### config.mk
export PLATFORM = sky130hd
export DESIGN_NAME = register_bytecode_execute_unit
export DESIGN_NICKNAME = d
export VERILOG_FILES = /design/src/hw/rtl/rbeu_pkg.sv /design/src/hw/rtl/rbeu_ram.sv /design/src/hw/rtl/register_bytecode_execute_unit.sv
export SDC_FILE = /design/constraint.sdc
export NUM_CORES = 2
export LEC_CHECK = 0
export ABC_AREA = 1
export BUFFER_PORTS_ARGS = -buffer_cell sky130_fd_sc_hd__buf_4
export CAP_MARGIN = 20
export CORE_UTILIZATION = 30
export CTS_BUF_LIST = sky130_fd_sc_hd__clkbuf_16
export DETAILED_ROUTE_END_ITERATION = 7
export GPL_ROUTABILITY_DRIVEN = 0
export SLEW_MARGIN = 20
export SYNTH_ARGS = -nofsm -noshare
export SYNTH_HDL_FRONTEND = slang
export SYNTH_HIERARCHICAL = 1
export SYNTH_SLANG_ARGS = --single-unit
### constraint.sdc
create_clock -name clock -period 8.3 [get_ports clock]
set_clock_uncertainty 0.1 [all_clocks]
set_input_delay 2.075 -clock clock [delete_from_list [all_inputs] [get_ports clock]]
set_output_delay 2.075 -clock clock [all_outputs]
set_load 0.02 [all_outputs]
### src/hw/rtl/rbeu_pkg.sv
// Shared types and constants for the register bytecode execute unit.
package rbeu_pkg;

   localparam int NUM_REGS   = 64;
   localparam int DATA_WIDTH = 32;
   localparam int PC_WIDTH   = 16;
   localparam int REG_IDX_W  = 6;
   localparam int RAM_ADDR_W = $clog2(NUM_REGS);
   localparam int DIV_CNT_W  = $clog2(DATA_WIDTH + 1);

   typedef enum logic [3:0] {
      OP_ADD    = 4'd0,
      OP_SUB    = 4'd1,
      OP_MUL    = 4'd2,
      OP_DIV    = 4'd3,
      OP_EQ     = 4'd4,
      OP_NE     = 4'd5,
      OP_LDI    = 4'd6,
      OP_MOV    = 4'd7,
      OP_JMP    = 4'd8,
      OP_TJMP   = 4'd9,
      OP_REPEAT = 4'd10,
      OP_NOP    = 4'd11,
      OP_EOF    = 4'd12
   } opcode_type;

   typedef enum logic [3:0] {
      ST_IDLE,
      ST_RD_A,
      ST_RD_B,
      ST_RD_C,
      ST_EXEC,
      ST_DIV,
      ST_DIV_WB,
      ST_WR_ITER,
      ST_RESP
   } state_type;

endpackage

### src/hw/rtl/rbeu_ram.sv
// Generic single-port-write, single-port-read RAM with registered read data.
module rbeu_ram #(
   parameter int WIDTH = 32,
   parameter int DEPTH = 64
) (
   input  logic                     clock,
   input  logic                     wr_en,
   input  logic [$clog2(DEPTH)-1:0] wr_addr,
   input  logic [WIDTH-1:0]         wr_data,
   input  logic [$clog2(DEPTH)-1:0] rd_addr,
   output logic [WIDTH-1:0]         rd_data
);

   logic [WIDTH-1:0] mem_ff [DEPTH];

   always_ff @(posedge clock) begin
      if (wr_en) begin
         mem_ff[wr_addr] <= wr_data;
      end
      rd_data <= mem_ff[rd_addr];
   end

endmodule

### src/hw/rtl/register_bytecode_execute_unit.sv
// Top level of the register bytecode execute unit: sequencer, register file and divider.
//
//   channel | direction | handshake              | payload
//   req     | in        | req_valid / req_ready  | action, regs, immediate, jump_target
//   rsp     | out       | rsp_valid / rsp_ready  | next_pc, halted, return_value, divide_error
//
// A transaction goes from acceptance to a result in the output register
// through three register file reads on the single read port, an execute
// state and the response load. Repeat adds a state for its second write,
// division adds the iterations of the restoring divider and its write-back.
// Reset is synchronous; it marks every register invalid so that it reads as
// its initial value (register 0 reads 1). EOF does the same.
// A held result stalls only the completion of the next transaction.
module register_bytecode_execute_unit (
   input  logic                                 clock,
   input  logic                                 reset,
   input  logic                                 req_valid,
   output logic                                 req_ready,
   input  logic [3:0]                           req_action,
   input  logic [rbeu_pkg::REG_IDX_W-1:0]       req_dest_reg,
   input  logic [rbeu_pkg::REG_IDX_W-1:0]       req_src_a_reg,
   input  logic [rbeu_pkg::REG_IDX_W-1:0]       req_src_b_reg,
   input  logic signed [31:0]                   req_immediate,
   input  logic [15:0]                          req_jump_target,
   output logic                                 rsp_valid,
   input  logic                                 rsp_ready,
   output logic [rbeu_pkg::PC_WIDTH-1:0]        rsp_next_pc,
   output logic                                 rsp_halted,
   output logic signed [rbeu_pkg::DATA_WIDTH-1:0] rsp_return_value,
   output logic                                 rsp_divide_error
);

   localparam int DW = rbeu_pkg::DATA_WIDTH;
   localparam int AW = rbeu_pkg::RAM_ADDR_W;
   localparam int IW = rbeu_pkg::REG_IDX_W;
   localparam int PW = rbeu_pkg::PC_WIDTH;
   localparam int CW = rbeu_pkg::DIV_CNT_W;

   rbeu_pkg::state_type state_ff, state_in;

   // Latched transaction fields.
   logic [3:0]    op_ff;
   logic [IW-1:0] d_ff, sa_ff, sb_ff;
   logic [DW-1:0] imm_ff;
   logic [PW-1:0] tgt_ff;

   // Operands and architectural state.
   logic [DW-1:0] a_ff, a_in, b_ff, b_in;
   logic [DW-1:0] reg0_ff, reg0_in;
   logic [PW-1:0] pc_ff, pc_in, next_ff, next_in;
   logic          derr_ff, derr_in;
   logic [rbeu_pkg::NUM_REGS-1:0] valid_ff, valid_in;
   logic [DW-1:0] iter_ff, iter_in;

   // Read tracking for the registered RAM output.
   logic          rv_ff, rin_ff, rzero_ff;
   logic [DW-1:0] rdat;

   // Divider.
   logic [DW:0]   rem_ff, rem_in;
   logic [DW-1:0] quo_ff, quo_in, dvs_ff, dvs_in;
   logic          neg_ff, neg_in;
   logic [CW-1:0] cnt_ff, cnt_in;

   // Response register.
   logic          rsp_valid_ff, rsp_valid_in;
   logic [PW-1:0] rsp_pc_ff, rsp_pc_in;
   logic          rsp_halt_ff, rsp_halt_in;
   logic [DW-1:0] rsp_ret_ff, rsp_ret_in;
   logic          rsp_derr_ff, rsp_derr_in;

   // RAM port.
   logic          ram_we;
   logic [IW-1:0] ram_waddr_full, ram_raddr_full;
   logic [DW-1:0] ram_wdata;
   logic [DW-1:0] ram_q;

   logic [IW-1:0] rd_idx;
   logic          rd_inrange, wr_inrange;

   rbeu_ram #(.WIDTH(DW), .DEPTH(rbeu_pkg::NUM_REGS)) u_regfile (
      .clock   (clock),
      .wr_en   (ram_we && wr_inrange),
      .wr_addr (ram_waddr_full[AW-1:0]),
      .wr_data (ram_wdata),
      .rd_addr (ram_raddr_full[AW-1:0]),
      .rd_data (ram_q)
   );

   // A register that was never written since reset or EOF reads as its initial value.
   assign rdat = !rin_ff ? '0 : rv_ff ? ram_q : (rzero_ff ? DW'(1) : '0);

   assign ram_raddr_full = rd_idx;
   assign rd_inrange = 32'(rd_idx) < rbeu_pkg::NUM_REGS;
   assign wr_inrange = 32'(ram_waddr_full) < rbeu_pkg::NUM_REGS;

   // Repeat operands as seen after the counter has been decremented.
   logic [DW-1:0] cnt_dec, a_fwd, b_fwd;
   logic          cnt_pos;
   assign cnt_dec = rdat - DW'(1);
   assign cnt_pos = (rdat != '0) && !rdat[DW-1];
   assign a_fwd   = (sa_ff == d_ff) ? cnt_dec : a_ff;
   assign b_fwd   = (sb_ff == d_ff) ? cnt_dec : b_ff;

   logic [DW-1:0] a_mag, b_mag, prod;
   logic [DW:0]   rem_sh;
   logic          resp_free;
   assign a_mag = a_ff[DW-1] ? DW'(-a_ff) : a_ff;
   assign b_mag = b_ff[DW-1] ? DW'(-b_ff) : b_ff;
   assign prod  = DW'(a_ff * b_ff);
   assign rem_sh = {rem_ff[DW-1:0], quo_ff[DW-1]};
   assign resp_free = !rsp_valid_ff || rsp_ready;

   // Next state.
   always_comb begin
      state_in = state_ff;
      unique case (state_ff)
         rbeu_pkg::ST_IDLE:    if (req_valid) state_in = rbeu_pkg::ST_RD_A;
         rbeu_pkg::ST_RD_A:    state_in = rbeu_pkg::ST_RD_B;
         rbeu_pkg::ST_RD_B:    state_in = rbeu_pkg::ST_RD_C;
         rbeu_pkg::ST_RD_C:    state_in = rbeu_pkg::ST_EXEC;
         rbeu_pkg::ST_EXEC: begin
            if (op_ff == rbeu_pkg::OP_DIV && b_ff != '0) begin
               state_in = rbeu_pkg::ST_DIV;
            end else if (op_ff == rbeu_pkg::OP_REPEAT && cnt_pos) begin
               state_in = rbeu_pkg::ST_WR_ITER;
            end else begin
               state_in = rbeu_pkg::ST_RESP;
            end
         end
         rbeu_pkg::ST_DIV:     if (cnt_ff == CW'(1)) state_in = rbeu_pkg::ST_DIV_WB;
         rbeu_pkg::ST_DIV_WB:  state_in = rbeu_pkg::ST_RESP;
         rbeu_pkg::ST_WR_ITER: state_in = rbeu_pkg::ST_RESP;
         rbeu_pkg::ST_RESP:    if (resp_free) state_in = rbeu_pkg::ST_IDLE;
         default:              state_in = rbeu_pkg::ST_IDLE;
      endcase
   end

   // Datapath and outputs.
   always_comb begin
      req_ready   = (state_ff == rbeu_pkg::ST_IDLE);
      rd_idx      = req_src_a_reg;
      ram_we      = 1'b0;
      ram_waddr_full = d_ff;
      ram_wdata   = '0;
      a_in        = a_ff;
      b_in        = b_ff;
      reg0_in     = reg0_ff;
      pc_in       = pc_ff;
      next_in     = next_ff;
      derr_in     = derr_ff;
      valid_in    = valid_ff;
      iter_in     = iter_ff;
      rem_in      = rem_ff;
      quo_in      = quo_ff;
      dvs_in      = dvs_ff;
      neg_in      = neg_ff;
      cnt_in      = cnt_ff;
      rsp_valid_in = rsp_valid_ff && !rsp_ready;
      rsp_pc_in   = rsp_pc_ff;
      rsp_halt_in = rsp_halt_ff;
      rsp_ret_in  = rsp_ret_ff;
      rsp_derr_in = rsp_derr_ff;

      unique case (state_ff)
         rbeu_pkg::ST_IDLE: begin
            rd_idx  = req_src_a_reg;
            derr_in = 1'b0;
            next_in = pc_ff + PW'(1);
         end
         rbeu_pkg::ST_RD_A: begin
            rd_idx = sb_ff;
            a_in   = rdat;
         end
         rbeu_pkg::ST_RD_B: begin
            rd_idx = d_ff;
            b_in   = rdat;
         end
         rbeu_pkg::ST_RD_C: begin
            rd_idx = d_ff;
         end
         rbeu_pkg::ST_EXEC: begin
            rd_idx = d_ff;
            unique case (op_ff)
               rbeu_pkg::OP_ADD: begin ram_we = 1'b1; ram_wdata = a_ff + b_ff; end
               rbeu_pkg::OP_SUB: begin ram_we = 1'b1; ram_wdata = a_ff - b_ff; end
               rbeu_pkg::OP_MUL: begin ram_we = 1'b1; ram_wdata = prod; end
               rbeu_pkg::OP_EQ:  begin ram_we = 1'b1; ram_wdata = DW'(a_ff == b_ff); end
               rbeu_pkg::OP_NE:  begin ram_we = 1'b1; ram_wdata = DW'(a_ff != b_ff); end
               rbeu_pkg::OP_LDI: begin ram_we = 1'b1; ram_wdata = imm_ff; end
               rbeu_pkg::OP_MOV: begin ram_we = 1'b1; ram_wdata = a_ff; end
               rbeu_pkg::OP_DIV: begin
                  if (b_ff == '0) begin
                     ram_we    = 1'b1;
                     ram_wdata = '0;
                     derr_in   = 1'b1;
                  end
                  rem_in = '0;
                  quo_in = a_mag;
                  dvs_in = b_mag;
                  neg_in = a_ff[DW-1] ^ b_ff[DW-1];
                  cnt_in = CW'(DW);
               end
               rbeu_pkg::OP_JMP:  next_in = tgt_ff;
               rbeu_pkg::OP_TJMP: if (a_ff != '0) next_in = tgt_ff;
               rbeu_pkg::OP_REPEAT: begin
                  if (cnt_pos) begin
                     ram_we    = 1'b1;
                     ram_wdata = cnt_dec;
                     iter_in   = a_fwd + b_fwd;
                  end else begin
                     next_in = tgt_ff;
                  end
               end
               default: ;
            endcase
         end
         rbeu_pkg::ST_DIV: begin
            rd_idx = d_ff;
            if (rem_sh >= {1'b0, dvs_ff}) begin
               rem_in = rem_sh - {1'b0, dvs_ff};
               quo_in = {quo_ff[DW-2:0], 1'b1};
            end else begin
               rem_in = rem_sh;
               quo_in = {quo_ff[DW-2:0], 1'b0};
            end
            cnt_in = cnt_ff - CW'(1);
         end
         rbeu_pkg::ST_DIV_WB: begin
            rd_idx    = d_ff;
            ram_we    = 1'b1;
            ram_wdata = neg_ff ? DW'(-quo_ff) : quo_ff;
         end
         rbeu_pkg::ST_WR_ITER: begin
            rd_idx         = d_ff;
            ram_we         = 1'b1;
            ram_waddr_full = sa_ff;
            ram_wdata      = iter_ff;
         end
         rbeu_pkg::ST_RESP: begin
            rd_idx = d_ff;
            if (resp_free) begin
               rsp_valid_in = 1'b1;
               rsp_ret_in   = reg0_ff;
               rsp_derr_in  = derr_ff;
               if (op_ff == rbeu_pkg::OP_EOF) begin
                  rsp_pc_in   = '0;
                  rsp_halt_in = 1'b1;
                  pc_in       = '0;
                  valid_in    = '0;
                  reg0_in     = DW'(1);
               end else begin
                  rsp_pc_in   = next_ff;
                  rsp_halt_in = 1'b0;
                  pc_in       = next_ff;
               end
            end
         end
         default: ;
      endcase

      // Every write marks its entry valid and keeps the copy of register 0 current.
      if (ram_we && wr_inrange) begin
         valid_in[ram_waddr_full[AW-1:0]] = 1'b1;
         if (ram_waddr_full == '0) reg0_in = ram_wdata;
      end
   end

   always_ff @(posedge clock) begin
      if (reset) begin
         state_ff     <= rbeu_pkg::ST_IDLE;
         valid_ff     <= '0;
         reg0_ff      <= DW'(1);
         pc_ff        <= '0;
         rsp_valid_ff <= 1'b0;
      end else begin
         state_ff     <= state_in;
         valid_ff     <= valid_in;
         reg0_ff      <= reg0_in;
         pc_ff        <= pc_in;
         rsp_valid_ff <= rsp_valid_in;
      end
   end

   always_ff @(posedge clock) begin
      if (req_valid && req_ready) begin
         op_ff  <= req_action;
         d_ff   <= req_dest_reg;
         sa_ff  <= req_src_a_reg;
         sb_ff  <= req_src_b_reg;
         imm_ff <= DW'(req_immediate);
         tgt_ff <= PW'(req_jump_target);
      end
      rv_ff    <= rd_inrange && valid_ff[rd_idx[AW-1:0]];
      rin_ff   <= rd_inrange;
      rzero_ff <= (rd_idx == '0);
      a_ff     <= a_in;
      b_ff     <= b_in;
      next_ff  <= next_in;
      derr_ff  <= derr_in;
      iter_ff  <= iter_in;
      rem_ff   <= rem_in;
      quo_ff   <= quo_in;
      dvs_ff   <= dvs_in;
      neg_ff   <= neg_in;
      cnt_ff   <= cnt_in;
      rsp_pc_ff   <= rsp_pc_in;
      rsp_halt_ff <= rsp_halt_in;
      rsp_ret_ff  <= rsp_ret_in;
      rsp_derr_ff <= rsp_derr_in;
   end

   assign rsp_valid        = rsp_valid_ff;
   assign rsp_next_pc      = rsp_pc_ff;
   assign rsp_halted       = rsp_halt_ff;
   assign rsp_return_value = rsp_ret_ff;
   assign rsp_divide_error = rsp_derr_ff;

endmodule

==> impl_results.md <==
* Status: finished with violations
* Failing checks: design-rule violations
* Via count at 97000
* PD cells at around 450 mW/mm^2
* Switching power at 31.4 mW
* DRC Markers at 2
* Width of the die at 659 um
* Fin area at 0.147 mm^2
* Routed WL per cell at 22.5 um
* Clock power share at 0.183
* # IOs at 126
* Worst EP required at 8.76 ns
* I/O Buffers at 125
* Tot GR Track Use at 0.190
* Synthesized cell area at 0.129 mm^2
* Max VDD drop at 2240 uV
* Crit path capture type: flip-flop
* Slew margin rel. at 0.238
* Fmax at 122 MHz
* Largest area contributor in the netlist: edfxtp_1
* Post-Route Utilization at 0.343
* Clock Root Buffer: clkbuf_16
* WS Path Type: flip-flop to flip-flop
* Wire length of the first global-routing pass at 621 mm
* Share of the synthesized area in the top cell type at 0.554
* Fin nets at 13700
* Pint at 34.5 mW
* Initial Util at 0.302
* Worst-Margin Slew at 1.14 ns
* Area grow syn2layout at 13.6%
* Largest net degree at the start of global routing at 169
* Syn_area_per_cell at 9.99 um^2
* Placed Area at 0.138 mm^2
* Most common flop cell mapped by yosys: edfxtp_1
* Gate Count Post-Synth at between 10000 and 15000
* Rows at 240
* Clock Tree Buf Depth at 4
* H-tree depth at 5
* GR Overflow Total at 0
* Post-DP HPWL at between 200 and 300 mm
* Clock Latency Late Sink at 0.94 ns
* Sequential area share after synthesis at 0.577
* Die footprint at 0.434 mm^2
* CP max-delay cell: fa_1
* Crit path launch type: flip-flop
* CP Max Fanout at 40
* Critical path's largest stage delay at 0.55 ns
* Initial antenna violation count at 11
* Final Critical Period at 8.17 ns
* #FFs+latches synth at 2535
* Clock sinks at 2535
* Combinational power share at 0.600
* Net Sw Frac at 0.476
* Most used cell, CP: fa_1
* Core area at 0.428 mm^2
* CTS tree: yes
* Mapped Nets at 13700
* Worst hold path type: flip-flop to flip-flop
* Remaining antenna violation count at 0
* Final wirelength at 426 mm
* Clock slew at reported path FFs at 0.07 ns
* Total of max-cap violations at 0
* YS warnings at 6
* Hold_buf cts at 0
* Setup violations, final at 0
* Area of the multi-input gates at 0.0475 mm^2
* Register Area at 0.0746 mm^2
* Vias per cell at 5.13
* DRT Pass-1 Iters at 8
* Fill cell count at between 40000 and 50000
* Worst setup margin at 0.133 ns
* Endpoints failing hold at 0
* EDFF count, synth at 2384
* Vias in the first global route at 91500
* Number of DRC markers in iteration 0 at 11600
* Leakage at 57.2 nW
* Die Height at 659 um
* Dpl ws at between 0.08 and 0.09 ns
* Ys async rst share at 0
* Slew Limit Fails at 0
* Distinct cells, synth at between 70 and 80
* Share of cells above drive strength 1 at 0.0813
* Worst EP arrival at 8.63 ns
* Final worst-path cycle share at 0.984
* CTS Buf Count at approximately 280
* Sequential power share at 0.218
* Dominant cells by area after synthesis: edfxtp_1, nand2_1, nand3_1
* Total negative setup slack at 0 ns
[cell families (layout without fill, tap and decap cells)]
group	after synthesis	in the layout	synth area share
and+or+nand+nor	6665	6665	0.220
buffers and inverters	1931	2183	0.0613
DFF	2535	2535	0.577
other	0	6	0
xor gates and xnor gates	153	153	0.0105
adders and majority gates	667	667	0.0884
AOI/OAI and AO/OA	1001	1001	0.0431
[path summary, 6_finish.rpt]
kind	startpoint	endpoint	slack, ns	cells after the start
max reg2reg	b_ff[2]	u_regfile/mem_ff[31][20]	0.13	27
max	b_ff[2]	u_regfile/mem_ff[31][20]	0.13	27
min reg2reg	derr_ff	rsp_divide_error	0.33	0
min	derr_ff	rsp_divide_error	0.33	0
[power groups by stage]
| stage | Clock (mW) | Combinational (mW) | Sequential [mW] |
|---|---|---|---|
| finish | 12.0 | 39.5 | 14.4 |
| global route | 12.7 | 43.2 | 14.4 |
| CTS | 12.2 | 38.8 | 14.4 |
| detailed placement | 0 | 38.6 | 14.6 |
| global placement | 0 | 38.4 | 14.6 |
| floorplan | 0 | 28.9 | 14.5 |
[synthesized netlist by cell type (12+ instances only)]
cell / instances
a31oi_1: 21
buf_1: 76
xnor2_1: 30
edfxtp_1: 2384
nand2_1: 3797
clkbuf_1: 267
ha_1: 255
inv_1: 1193
nor3_1: 50
xor2_1: 121
a21oi_1: 408
nand3_1: 2154
dfxtp_1: 151
buf_4: 52
or2_2: 18
a21o_1: 19
nor2_1: 477
o21bai_1: 19
a221oi_1: 12
fa_1: 412
o211ai_1: 50
o21ai_0: 361
nand4_1: 67
buf_2: 307
inv_2: 17
nor4_1: 25
nand2_2: 20
o21ai_1: 21
[worst max-delay path: cells and delay by family, from the launching register on]
kind / cells / cell delay, ns
buffers and inverters: 8 / 0.92
AOI/OAI and AO/OA: 3 / 0.64
and+or+nand+nor: 7 / 1.16
adders and majority gates: 9 / 4.42
DFF: 1 / 0.42
[area by class of cell]
| cell class | instances | share of cell area |
|---|---|---|
| repair buffers | 479 | 0.0297 |
| well taps | 5687 | 0.0484 |
| clock inverters | 205 | 0.0110 |
| diodes | 6 | 0.000102 |
| flip-flops and latches | 2535 | 0.508 |
| clock buffers | 283 | 0.0482 |
| inverters | 1216 | 0.0315 |
| multi-input cells | 8486 | 0.324 |
[state kept, by name (all words and copies together) (netlist names), 6 cells and up]
signal             count
quo_ff                32
next_ff               16
rsp_return_value      32
sa_ff                  6
u_regfile/rd_data     32
b_ff                  32
cnt_ff                 6
d_ff                   6
rem_ff                32
dvs_ff                32
sb_ff                  6
imm_ff                32
u_regfile/mem_ff    2048
a_ff                  32
valid_ff              64
reg0_ff               32
rsp_next_pc           16
tgt_ff                16
pc_ff                 16
iter_ff               32
[metrics by stage]
stage,instances,total power [mW],hold WS (ns)
floorplan,13000,43.4,0.300
global placement,18400,53.0,0.313
detailed placement,18400,53.2,0.315
CTS,18900,65.4,0.328
global route,18900,70.2,0.335
finish,18900,65.9,0.330
[routing by layer]
layer	vias up	global-route usage	wire length, um
met2	4784	0.294	188000
met4	4	0.0878	22800
met1	47500	0.259	174000
met3	963	0.0353	40600
li1	43700	-	-
met5	-	0	24
[cells in the final DEF, fill, tap and decap left out, types with 16 or more instances in the layout]
cell | synthesis | layout
a21o_1 | 19 | 19
a21oi_1 | 408 | 407
a31oi_1 | 21 | 21
buf_12 | 0 | 61
buf_4 | 52 | 416
bufinv_16 | 0 | 20
clkbuf_16 | 0 | 283
clkinv_1 | 4 | 65
clkinv_2 | 0 | 37
dfxtp_1 | 151 | 150
edfxtp_1 | 2384 | 2384
fa_1 | 412 | 412
ha_1 | 255 | 255
inv_1 | 1193 | 1241
inv_2 | 17 | 17
nand2_1 | 3797 | 3780
nand2_2 | 20 | 36
nand3_1 | 2154 | 2148
nand4_1 | 67 | 67
nor2_1 | 477 | 414
nor2_4 | 7 | 69
nor3_1 | 50 | 48
nor4_1 | 25 | 16
o211ai_1 | 50 | 50
o21ai_0 | 361 | 356
o21ai_1 | 21 | 22
o21bai_1 | 19 | 16
or2_2 | 18 | 18
xnor2_1 | 30 | 30
xor2_1 | 121 | 121
[what timing repair did]
item / CTS / global route
setup buffers: 0 / 16
endpoints found under the setup margin: 0 / 564
hold endpoints to repair: 0 / 0
resized for setup: 0 / 9
Power figures use the tool's default switching activity.
